`src/ccs_pkg.sv`:
```
package ccs_pkg;

  localparam int unsigned CharW = 7;
  localparam int unsigned RegW = 8;
  localparam int unsigned CfgIdxW = 2;
  localparam int unsigned StateW = 25;

  typedef enum logic [CfgIdxW-1:0] {
    CFG_PHASE_TICKS = 2'd0,
    CFG_START_GAP   = 2'd1,
    CFG_RETRY_LIMIT = 2'd2
  } cfg_idx_e;

  typedef enum logic [StateW-1:0] {
    ST_IDLE         = StateW'(1) << 0,
    ST_START        = StateW'(1) << 1,
    ST_GAP          = StateW'(1) << 2,
    ST_LOAD         = StateW'(1) << 3,
    ST_BIT_DATA     = StateW'(1) << 4,
    ST_BIT_CLK_HI   = StateW'(1) << 5,
    ST_BIT_DATA_LO  = StateW'(1) << 6,
    ST_BIT_CLK_LO   = StateW'(1) << 7,
    ST_PAR_CLK_LO   = StateW'(1) << 8,
    ST_PAR_DATA     = StateW'(1) << 9,
    ST_PAR_CLK_HI   = StateW'(1) << 10,
    ST_PAR_CLK_END  = StateW'(1) << 11,
    ST_ACK_PULSE    = StateW'(1) << 12,
    ST_ACK_PULSE_LO = StateW'(1) << 13,
    ST_RELEASE      = StateW'(1) << 14,
    ST_WAIT1        = StateW'(1) << 15,
    ST_WAIT2        = StateW'(1) << 16,
    ST_WAIT3        = StateW'(1) << 17,
    ST_SAMPLE       = StateW'(1) << 18,
    ST_RECOVER      = StateW'(1) << 19,
    ST_REDRIVE      = StateW'(1) << 20,
    ST_END_WAIT     = StateW'(1) << 21,
    ST_END_HI       = StateW'(1) << 22,
    ST_END_LO       = StateW'(1) << 23,
    ST_DONE         = StateW'(1) << 24
  } state_e;

  typedef struct packed {
    logic [RegW-1:0] phase_ticks;
    logic [RegW-1:0] start_gap_ticks;
    logic [RegW-1:0] retry_limit;
  } cfg_t;

  typedef struct packed {
    logic clock_out;
    logic clock_enable;
    logic data_out;
    logic data_enable;
    logic advance;
    logic done_res;
    logic error;
    logic busy_res;
  } res_t;

  function automatic logic [RegW-1:0] wait_load(input logic [RegW-1:0] d);
    return (d == '0) ? '0 : d - RegW'(1);
  endfunction

endpackage

```
`src/clocked_serial_char_sender_with_ack.sv`:
```
// Channel  | valid      | stall       | payload
// input    | in_valid_i | in_stall_o  | begin_req_i, cur_char_i, is_last_i, data_pin_in_i
// output   | out_valid_o| out_stall_i | clock_out_o ... busy_res_o
// config   | cfg_we_i   | (none)      | cfg_idx_i, cfg_data_i
//
// Each input transfer is one base tick and yields one output transfer.
// One transfer is taken per cycle when not stalled; its result is registered for output.
// A two-entry output buffer lets input continue while one result waits.
// Reset returns the sequencer to idle with the registers at their defaults.
// Input stalls only when both output entries are full.
module clocked_serial_char_sender_with_ack
  import ccs_pkg::*;
#(
  parameter int unsigned CHAR_BITS = 7
) (
  input  logic               clk_i,
  input  logic               rst_ni,
  input  logic               cfg_we_i,
  input  logic [CfgIdxW-1:0] cfg_idx_i,
  input  logic [RegW-1:0]    cfg_data_i,
  input  logic               in_valid_i,
  output logic               in_stall_o,
  input  logic               begin_req_i,
  input  logic [CharW-1:0]   cur_char_i,
  input  logic               is_last_i,
  input  logic               data_pin_in_i,
  output logic               out_valid_o,
  input  logic               out_stall_i,
  output logic               clock_out_o,
  output logic               clock_enable_o,
  output logic               data_out_o,
  output logic               data_enable_o,
  output logic               advance_o,
  output logic               done_res_o,
  output logic               error_o,
  output logic               busy_res_o
);

  cfg_t cfg_q;
  res_t seq_res;
  res_t out_res;
  logic step;

  always_ff @(posedge clk_i or negedge rst_ni) begin
    if (!rst_ni) begin
      cfg_q.phase_ticks     <= RegW'(5);
      cfg_q.start_gap_ticks <= RegW'(40);
      cfg_q.retry_limit     <= RegW'(5);
    end else if (cfg_we_i) begin
      case (cfg_idx_e'(cfg_idx_i))
        CFG_PHASE_TICKS: cfg_q.phase_ticks     <= cfg_data_i;
        CFG_START_GAP:   cfg_q.start_gap_ticks <= cfg_data_i;
        CFG_RETRY_LIMIT: cfg_q.retry_limit     <= cfg_data_i;
        default: ;
      endcase
    end
  end

  assign step = in_valid_i && !in_stall_o;

  ccs_seq #(
    .CHAR_BITS(CHAR_BITS)
  ) u_seq (
    .clk_i        (clk_i),
    .rst_ni       (rst_ni),
    .step_i       (step),
    .begin_req_i  (begin_req_i),
    .cur_char_i   (cur_char_i),
    .is_last_i    (is_last_i),
    .data_pin_in_i(data_pin_in_i),
    .cfg_i        (cfg_q),
    .res_o        (seq_res)
  );

  ccs_obuf u_obuf (
    .clk_i      (clk_i),
    .rst_ni     (rst_ni),
    .in_valid_i (in_valid_i),
    .in_stall_o (in_stall_o),
    .in_res_i   (seq_res),
    .out_valid_o(out_valid_o),
    .out_stall_i(out_stall_i),
    .out_res_o  (out_res)
  );

  assign clock_out_o    = out_res.clock_out;
  assign clock_enable_o = out_res.clock_enable;
  assign data_out_o     = out_res.data_out;
  assign data_enable_o  = out_res.data_enable;
  assign advance_o      = out_res.advance;
  assign done_res_o     = out_res.done_res;
  assign error_o        = out_res.error;
  assign busy_res_o     = out_res.busy_res;

endmodule

```
`src/ccs_seq.sv`:
```
module ccs_seq
  import ccs_pkg::*;
#(
  parameter int unsigned CHAR_BITS = 7
) (
  input  logic             clk_i,
  input  logic             rst_ni,
  input  logic             step_i,
  input  logic             begin_req_i,
  input  logic [CharW-1:0] cur_char_i,
  input  logic             is_last_i,
  input  logic             data_pin_in_i,
  input  cfg_t             cfg_i,
  output res_t             res_o
);

  localparam logic [2:0] LastBit = 3'(CHAR_BITS - 1);

  state_e           state_q, state_d;
  logic [RegW-1:0]  wait_q, wait_d;
  logic [2:0]       bit_q, bit_d;
  logic             odd_q, odd_d;
  logic [RegW-1:0]  retry_q, retry_d;
  logic [CharW-1:0] char_q, char_d;
  logic             last_q, last_d;
  logic             active_q, active_d;
  logic             clk_lvl_q, clk_lvl_d;
  logic             dat_lvl_q, dat_lvl_d;
  logic             clk_drv_q, clk_drv_d;
  logic             dat_drv_q, dat_drv_d;
  logic             adv, done, err;
  logic [3:0]       sel_idx;
  logic             bit_val;
  logic [RegW-1:0]  p_wait;

  assign sel_idx = 4'(CHAR_BITS - 1) - {1'b0, bit_q};
  assign bit_val = (sel_idx < 4'(CharW)) ? char_q[sel_idx[2:0]] : 1'b0;
  assign p_wait  = wait_load(cfg_i.phase_ticks);

  always_comb begin
    state_d   = state_q;
    wait_d    = wait_q;
    bit_d     = bit_q;
    odd_d     = odd_q;
    retry_d   = retry_q;
    char_d    = char_q;
    last_d    = last_q;
    active_d  = active_q;
    clk_lvl_d = clk_lvl_q;
    dat_lvl_d = dat_lvl_q;
    clk_drv_d = clk_drv_q;
    dat_drv_d = dat_drv_q;
    adv       = 1'b0;
    done      = 1'b0;
    err       = 1'b0;
    if (state_q == ST_IDLE) begin
      if (begin_req_i) begin
        active_d  = 1'b1;
        retry_d   = '0;
        clk_drv_d = 1'b1;
        clk_lvl_d = 1'b1;
        wait_d    = p_wait;
        state_d   = ST_START;
      end
    end else if (wait_q != '0) begin
      wait_d = wait_q - RegW'(1);
    end else begin
      wait_d = p_wait;
      case (state_q)
        ST_START: begin
          clk_lvl_d = 1'b0;
          wait_d    = wait_load(cfg_i.start_gap_ticks);
          state_d   = ST_GAP;
        end
        ST_GAP: begin
          dat_drv_d = 1'b1;
          state_d   = ST_LOAD;
        end
        ST_LOAD: begin
          char_d    = cur_char_i;
          last_d    = is_last_i;
          bit_d     = '0;
          odd_d     = 1'b0;
          clk_lvl_d = 1'b0;
          state_d   = ST_BIT_DATA;
        end
        ST_BIT_DATA: begin
          dat_lvl_d = bit_val;
          odd_d     = odd_q ^ bit_val;
          state_d   = ST_BIT_CLK_HI;
        end
        ST_BIT_CLK_HI: begin
          clk_lvl_d = 1'b1;
          state_d   = ST_BIT_DATA_LO;
        end
        ST_BIT_DATA_LO: begin
          dat_lvl_d = 1'b0;
          if (bit_q >= LastBit) begin
            state_d = ST_PAR_CLK_LO;
          end else begin
            bit_d   = bit_q + 3'd1;
            state_d = ST_BIT_CLK_LO;
          end
        end
        ST_BIT_CLK_LO: begin
          clk_lvl_d = 1'b0;
          state_d   = ST_BIT_DATA;
        end
        ST_PAR_CLK_LO: begin
          clk_lvl_d = 1'b0;
          state_d   = ST_PAR_DATA;
        end
        ST_PAR_DATA: begin
          dat_lvl_d = ~odd_q;
          state_d   = ST_PAR_CLK_HI;
        end
        ST_PAR_CLK_HI: begin
          clk_lvl_d = 1'b1;
          state_d   = ST_PAR_CLK_END;
        end
        ST_PAR_CLK_END: begin
          clk_lvl_d = 1'b0;
          state_d   = ST_ACK_PULSE;
        end
        ST_ACK_PULSE: begin
          dat_lvl_d = 1'b1;
          state_d   = ST_ACK_PULSE_LO;
        end
        ST_ACK_PULSE_LO: begin
          dat_lvl_d = 1'b0;
          state_d   = ST_RELEASE;
        end
        ST_RELEASE: begin
          dat_drv_d = 1'b0;
          state_d   = ST_WAIT1;
        end
        ST_WAIT1: state_d = ST_WAIT2;
        ST_WAIT2: state_d = ST_WAIT3;
        ST_WAIT3: state_d = ST_SAMPLE;
        ST_SAMPLE: begin
          state_d = ST_RECOVER;
          if (data_pin_in_i) begin
            adv     = 1'b1;
            retry_d = '0;
          end else begin
            last_d  = 1'b0;
            retry_d = (retry_q == '1) ? retry_q : retry_q + RegW'(1);
            if (retry_d > cfg_i.retry_limit) begin
              err       = 1'b1;
              clk_drv_d = 1'b0;
              dat_lvl_d = 1'b0;
              active_d  = 1'b0;
              state_d   = ST_IDLE;
              wait_d    = '0;
            end
          end
        end
        ST_RECOVER: begin
          clk_lvl_d = 1'b1;
          state_d   = ST_REDRIVE;
        end
        ST_REDRIVE: begin
          dat_drv_d = 1'b1;
          dat_lvl_d = 1'b0;
          state_d   = last_q ? ST_END_WAIT : ST_GAP;
        end
        ST_END_WAIT: state_d = ST_END_HI;
        ST_END_HI: begin
          dat_lvl_d = 1'b1;
          state_d   = ST_END_LO;
        end
        ST_END_LO: begin
          dat_lvl_d = 1'b0;
          state_d   = ST_DONE;
        end
        ST_DONE: begin
          done      = 1'b1;
          clk_drv_d = 1'b0;
          dat_lvl_d = 1'b0;
          active_d  = 1'b0;
          state_d   = ST_IDLE;
          wait_d    = '0;
        end
        default: begin
          clk_drv_d = 1'b0;
          dat_lvl_d = 1'b0;
          active_d  = 1'b0;
          state_d   = ST_IDLE;
          wait_d    = '0;
        end
      endcase
    end
  end

  always_comb begin
    res_o.clock_out    = clk_lvl_d;
    res_o.clock_enable = clk_drv_d;
    res_o.data_out     = dat_lvl_d;
    res_o.data_enable  = dat_drv_d;
    res_o.advance      = adv;
    res_o.done_res     = done;
    res_o.error        = err;
    res_o.busy_res     = active_d;
  end

  always_ff @(posedge clk_i or negedge rst_ni) begin
    if (!rst_ni) begin
      state_q   <= ST_IDLE;
      wait_q    <= '0;
      bit_q     <= '0;
      odd_q     <= 1'b0;
      retry_q   <= '0;
      char_q    <= '0;
      last_q    <= 1'b0;
      active_q  <= 1'b0;
      clk_lvl_q <= 1'b0;
      dat_lvl_q <= 1'b0;
      clk_drv_q <= 1'b0;
      dat_drv_q <= 1'b0;
    end else if (step_i) begin
      state_q   <= state_d;
      wait_q    <= wait_d;
      bit_q     <= bit_d;
      odd_q     <= odd_d;
      retry_q   <= retry_d;
      char_q    <= char_d;
      last_q    <= last_d;
      active_q  <= active_d;
      clk_lvl_q <= clk_lvl_d;
      dat_lvl_q <= dat_lvl_d;
      clk_drv_q <= clk_drv_d;
      dat_drv_q <= dat_drv_d;
    end
  end

  a_idle_no_wait: assert property (@(posedge clk_i) disable iff (!rst_ni)
    state_q == ST_IDLE |-> wait_q == '0 && !active_q)
    else $error("idle sequencer holds a pending delay or busy flag");

  a_busy_matches_state: assert property (@(posedge clk_i) disable iff (!rst_ni)
    active_q == (state_q != ST_IDLE))
    else $error("busy flag disagrees with sequencer state");

  a_end_pulse_idle: assert property (@(posedge clk_i) disable iff (!rst_ni)
    step_i && (res_o.error || res_o.done_res) |=> state_q == ST_IDLE && !clk_drv_q)
    else $error("message end did not return the sequencer to idle");

endmodule

```
`src/ccs_obuf.sv`:
```
module ccs_obuf
  import ccs_pkg::*;
(
  input  logic clk_i,
  input  logic rst_ni,
  input  logic in_valid_i,
  output logic in_stall_o,
  input  res_t in_res_i,
  output logic out_valid_o,
  input  logic out_stall_i,
  output res_t out_res_o
);

  logic out_valid_q, out_valid_d;
  logic skid_valid_q, skid_valid_d;
  res_t out_q, out_d;
  res_t skid_q, skid_d;
  logic push;
  logic take;

  assign in_stall_o  = skid_valid_q;
  assign out_valid_o = out_valid_q;
  assign out_res_o   = out_q;
  assign push        = in_valid_i && !skid_valid_q;
  assign take        = out_valid_q && !out_stall_i;

  always_comb begin
    out_valid_d  = out_valid_q;
    skid_valid_d = skid_valid_q;
    out_d        = out_q;
    skid_d       = skid_q;
    if (!out_valid_q || take) begin
      out_valid_d  = skid_valid_q || push;
      out_d        = skid_valid_q ? skid_q : in_res_i;
      skid_valid_d = 1'b0;
    end else if (push) begin
      skid_valid_d = 1'b1;
      skid_d       = in_res_i;
    end
  end

  always_ff @(posedge clk_i or negedge rst_ni) begin
    if (!rst_ni) begin
      out_valid_q  <= 1'b0;
      skid_valid_q <= 1'b0;
    end else begin
      out_valid_q  <= out_valid_d;
      skid_valid_q <= skid_valid_d;
    end
  end

  always_ff @(posedge clk_i) begin
    out_q  <= out_d;
    skid_q <= skid_d;
  end

  a_skid_behind_out: assert property (@(posedge clk_i) disable iff (!rst_ni)
    skid_valid_q |-> out_valid_q)
    else $error("skid entry held while output register is empty");

  a_out_hold: assert property (@(posedge clk_i) disable iff (!rst_ni)
    out_valid_o && out_stall_i |=> out_valid_o && $stable(out_res_o))
    else $error("stalled output transfer changed");

  a_skid_drains: assert property (@(posedge clk_i) disable iff (!rst_ni)
    skid_valid_q && take |=> !skid_valid_q)
    else $error("skid entry not moved on after an output transfer");

endmodule

```
`config.mk`:
```
export PLATFORM = sky130hd
export DESIGN_NAME = clocked_serial_char_sender_with_ack
export DESIGN_NICKNAME = d
export VERILOG_FILES = /design/src/ccs_pkg.sv /design/src/clocked_serial_char_sender_with_ack.sv /design/src/ccs_seq.sv /design/src/ccs_obuf.sv
export SDC_FILE = /design/constraint.sdc
export NUM_CORES = 1
export LEC_CHECK = 0
export BUFFER_PORTS_ARGS = -buffer_cell sky130_fd_sc_hd__buf_2
export CAP_MARGIN = 20
export CORE_AREA = 2 2 114 116
export DETAILED_ROUTE_END_ITERATION = 6
export DIE_AREA = 0 0 116 118
export HOLD_SLACK_MARGIN = 0.05
export PLACE_DENSITY = 0.62
export SYNTH_ARGS = -nofsm -noshare
export SYNTH_HDL_FRONTEND = slang
export SYNTH_SLANG_ARGS = --single-unit
export TNS_END_PERCENT = 30
```
`constraint.sdc`:
```
create_clock -name clk_i -period 6.7 [get_ports clk_i]
set_clock_uncertainty 0.2 [all_clocks]
set_input_delay 0 -clock clk_i [delete_from_list [all_inputs] [get_ports clk_i]]
set_output_delay 0 -clock clk_i [all_outputs]
set_load 0.03 [all_outputs]
```
==> impl_summary.md <==
Synthesis
In the synthesized netlist, the number of instances is around 640. In this run, synthesis inferred 16 flip-flops with an integrated enable. Of the post-synthesis cell area, the dominant cell type holds between 30% and 40%. The sequential fraction of the synthesis area is 42.6%.

By area the synthesized netlist is led by sky130_fd_sc_hd__dfrtp_1 32%, sky130_fd_sc_hd__edfxtp_1 7.9%, sky130_fd_sc_hd__mux2_2 5.2%, sky130_fd_sc_hd__nand2_1 5.1%, sky130_fd_sc_hd__nor2_1 3.9%. The share of flip-flops with an asynchronous set or reset is between 80 and 90%. The distinct cell type count after synthesis is approximately 70. The largest total area in the synthesized netlist belongs to sky130_fd_sc_hd__dfrtp_1.

The synthesized net count is approximately 680. Yosys printed 0 warnings. Each instance of the synthesized netlist takes up on average 9.54 sq um.

Synthesis inferred 100 register bits. Among all flip-flop cells after synthesis, the most frequent one is sky130_fd_sc_hd__dfrtp_1. The post-synth design cell area is about 6000 sq um.

Global route
Across every metal layer, demand over resource in global routing totals roughly 22%. Entering global routing, the biggest net connects 48 pins. The initial antenna violation count is 0. The number of global-route vias before repair is approximately 4800.

The global-route wire length before repair is 23800 microns. The total congestion overflow is 0.

Critical path
The worst setup path is captured at a flop. STA classifies the critical path startpoint as a flop. The worst setup path startpoint is u_seq.retry_q[0]$_DFFE_PN0P_. In this run the worst setup path terminates at u_obuf.out_res_o[0]$_DFFE_PN_. The worst register-to-register path has a depth of 14. For this run, the slowest stage of the critical path takes 0.62 ns. In this run the critical register-to-register path is launched from u_seq.retry_q[0]$_DFFE_PN0P_. The register-to-register setup slack is about 2.7 ns. The highest-delay cell along the critical path is sky130_fd_sc_hd__nor3_1. Data arrives at the worst endpoint at between 3 and 4 ns. The end of the worst register-to-register path is u_obuf.out_res_o[0]$_DFFE_PN_. The data required time at the worst endpoint is around 6.6 ns. The critical path goes through ha_1 > nand3_1 > nor2_1 > nor2_1 > nand3_1 > xnor2_1 > ha_1 > and4_1 > a21oi_1 > o21ai_0 > a21oi_1 > o211ai_1 > nor3_1 > o31ai_1. The critical path in this run is classified as flop to flop. In this run the worst path has a maximum fanout of 6.

Clock network
At the later pin of the worst-skew pair, clock insertion delay measures between 0.3 and 0.4 ns. The TritonCTS sink count is 100. The clock-pin slew reported for the worst setup and hold paths after clock tree synthesis is approximately 0.07 ns.

In this run, post-CTS hold repair placed 32 buffers. In this run, post-CTS repair resized a total of 0 instances. The CTS tree is built.

In this run the number of H-tree levels came out at 3. The tree is rooted in a sky130_fd_sc_hd__clkbuf_16. The number of clock buffers added by TritonCTS is 9.

In this run the post-CTS setup repair buffer count came out at 0. The longest clock path from root to sink contains 2 buffers.

Routing
For this run, design rule violations remaining after detail routing come to 0. The violation count after the first detailed-route iteration is 283. The routed layout has 5047 vias. Summed over all layers, the routed wires come to 14300 microns. The first detailed-routing pass ran for 4 iterations.

Dividing the detail-routed wire length by the instance count gives 16.4 microns. After detailed routing, the number of vias per cell comes to around 5.8. In this run the remaining antenna-violating nets after routing total 0.

Placed design
The global placer's final weighted congestion is about 0.89. The instance area after placement is between 6000 and 7000 sq um. The wire-length estimate of the detail-placed layout is between 10000 and 15000 microns.

During placement, the flow inserted port buffers numbering 34.

Timing
The final-report max-slew violation count is 0. The total negative setup slack is 0 ns. The worst pin sits at a relative slew slack of a little under half.

At the pin with the least slew margin, the transition time is a little under 0.8 ns. The clock period could shrink to approximately 4 ns. The final hold violation count is 0. The share of the clock period used by the worst path is approximately three fifths. Setup repair after global routing left no endpoint under its margin. Timing would allow up to around 250 MHz. Setup violations remaining at the end of the flow were counted as 0.

Power
Sequential cells account for 41.8% of the total power. The fraction of power consumed by the clock network is 28.1%. The net load switching power is ~0.66 mW. The worst supply voltage drop on vdd is approximately 0.16 mV. The static power due to leakage is slightly below 3 nW. In this run, the combinational gates consume 30.1% of the power.

The internal power is ~1.3 mW. The switching portion of total power is 34.4%. Dividing total power by cell area gives a power density of roughly 270 nW/um^2.

Die
The overall die width is 116 microns. The top-level port count is 35. The floorplan step set the die height to between 100 and 150 microns. The initialized floorplan defines 41 standard-cell rows. The floorplan step defined a die boundary enclosing ~14000 sq um.

The area inside the core boundary is approximately 12000 sq um. Once the floorplan was initialized, standard cells occupied approximately half of the core.

Flow run
Across the run, the number of max-cap violations was 0.

Final layout
The layout cell share with drive strength beyond 1 is 16.7%. The library cells used most frequently in the layout, excluding fill and tap cells, are 83 x sky130_fd_sc_hd__nand2_1, 77 x sky130_fd_sc_hd__dfrtp_1, 64 x sky130_fd_sc_hd__nor2_1. 0 antenna diodes ended up in the layout. The synthesis-to-layout area growth is 14.9%.

The most common cell after layout, fill and taps aside is sky130_fd_sc_hd__nand2_1. The final design instance area without fill is between 6000 and 7000 sq um. Cells fill a little under three fifths of the core in the end. The number of nets at the end of the flow is roughly 740.

Outcome
The run finished with clean final reports.

Min path
The type of the most critical hold path is input pin to flop.
## kinds of logic after synthesis
family | Yosys count | share of synthesized area, %
AOI/OAI and AO/OA | 140 | 15.1
xor gates and xnor gates | 24 | 3.45
adders and majority gates | 18 | 3.70
buffers and inverters | 48 | 3.74
DFF | 100 | 42.6
muxes | 36 | 6.64
and+or+nand+nor | 272 | 24.8
## final cells by class
type                            count  area (sq um)
Clock inverter                      3          43.8
Clock buffer                       13           262
Timing Repair Buffer               69           523
Fill cell                        1069          5420
Multi-Input combinational cell    490          3270
Tap cell                          172           215
Inverter                           24          90.1
Sequential cell                   100          2590
## cell usage after synthesis, types with 4 or more instances
master,number
sky130_fd_sc_hd__nor2_1,64
sky130_fd_sc_hd__buf_2,8
sky130_fd_sc_hd__ha_1,18
sky130_fd_sc_hd__a31oi_1,5
sky130_fd_sc_hd__and4_1,5
sky130_fd_sc_hd__mux2_2,28
sky130_fd_sc_hd__mux2_1,7
sky130_fd_sc_hd__dfstp_2,7
sky130_fd_sc_hd__o31ai_1,10
sky130_fd_sc_hd__nand4_1,9
sky130_fd_sc_hd__nand2_1,83
sky130_fd_sc_hd__buf_6,5
sky130_fd_sc_hd__nor4_4,7
sky130_fd_sc_hd__xor2_1,13
sky130_fd_sc_hd__nand3_2,4
sky130_fd_sc_hd__o21a_1,4
sky130_fd_sc_hd__a21o_1,4
sky130_fd_sc_hd__nand2b_1,4
sky130_fd_sc_hd__o21ai_0,34
sky130_fd_sc_hd__nand3_1,12
sky130_fd_sc_hd__or3_1,4
sky130_fd_sc_hd__o21ai_1,24
sky130_fd_sc_hd__nor3_1,24
sky130_fd_sc_hd__a21oi_1,29
sky130_fd_sc_hd__nand3b_1,6
sky130_fd_sc_hd__o2bb2ai_1,4
sky130_fd_sc_hd__edfxtp_1,16
sky130_fd_sc_hd__clkbuf_1,10
sky130_fd_sc_hd__inv_1,24
sky130_fd_sc_hd__xnor2_1,11
sky130_fd_sc_hd__nor3b_1,5
sky130_fd_sc_hd__dfrtp_1,77
sky130_fd_sc_hd__nor2b_1,7
sky130_fd_sc_hd__nand4b_1,8
sky130_fd_sc_hd__nor4_1,7
## state kept, by name, indices dropped and copies added (netlist names)
name and cells:
cfg_q 24, u_obuf.in_stall_o 1, u_obuf.out_res_o 8, u_obuf.out_valid_o 1, u_obuf.skid_q 8, u_seq.active_q 1
u_seq.bit_q 3, u_seq.char_q 7, u_seq.clk_drv_q 1, u_seq.clk_lvl_q 1, u_seq.dat_drv_q 1, u_seq.dat_lvl_q 1
u_seq.last_q 1, u_seq.odd_q 1, u_seq.retry_q 8, u_seq.state_q 25, u_seq.wait_q 8
## worst max-delay path, delay by kind of cell, from the launching register on
kind | cells | cell delay [ns]
simple gates | 6 | 1.42
compound gates | 5 | 0.96
fa+ha+maj | 2 | 0.55
flops | 1 | 0.42
xor+xnor | 1 | 0.21
## power groups by stage
stage | sequential [mW] | combinational (mW) | clock [mW]
2_1_floorplan | 0.800 | 0.415 | 0
3_3_place_gp | 0.806 | 0.546 | 0
3_5_place_dp | 0.809 | 0.555 | 0
4_1_cts | 0.798 | 0.574 | 0.549
5_1_grt | 0.810 | 0.639 | 0.570
6_report | 0.801 | 0.576 | 0.538
## through the flow
step / hold WS, ns / cells / total power, mW / setup WS (ns)
3_3_place_gp: -0.199 / 822 / 1.35 / 2.83
5_1_grt: 0.106 / 871 / 2.02 / 2.21
3_5_place_dp: -0.194 / 823 / 1.36 / 2.68
4_1_cts: 0.0564 / 871 / 1.92 / 2.66
2_1_floorplan: -0.496 / 638 / 1.22 / 3.34
6_report: 0.0623 / 871 / 1.91 / 2.67
## routing by layer
metal	global-route usage (%)	part of all wire, %	routed length [microns]
met4	9.08	2.4	340
met2	35.0	48	6800
met3	3.24	4.3	615
met5	0	0	0
met1	29.5	46	6550
## worst min path at each step
stage,startpoint,to,slack [ns],cells past startpoint
2_1_floorplan,rst_ni,cfg_q[10]$_DFFE_PN0P_,-0.50,0
3_3_place_gp,rst_ni,u_seq.state_q[14]$_DFFE_PN0P_,-0.20,1
3_5_place_dp,rst_ni,u_seq.state_q[14]$_DFFE_PN0P_,-0.19,1
4_1_cts,cfg_we_i,cfg_q[23]$_DFFE_PN0P_,0.06,4
5_1_grt,cfg_we_i,cfg_q[23]$_DFFE_PN0P_,0.11,4
6_report,cfg_we_i,cfg_q[23]$_DFFE_PN0P_,0.06,4
(Power assumes the default switching activity.)
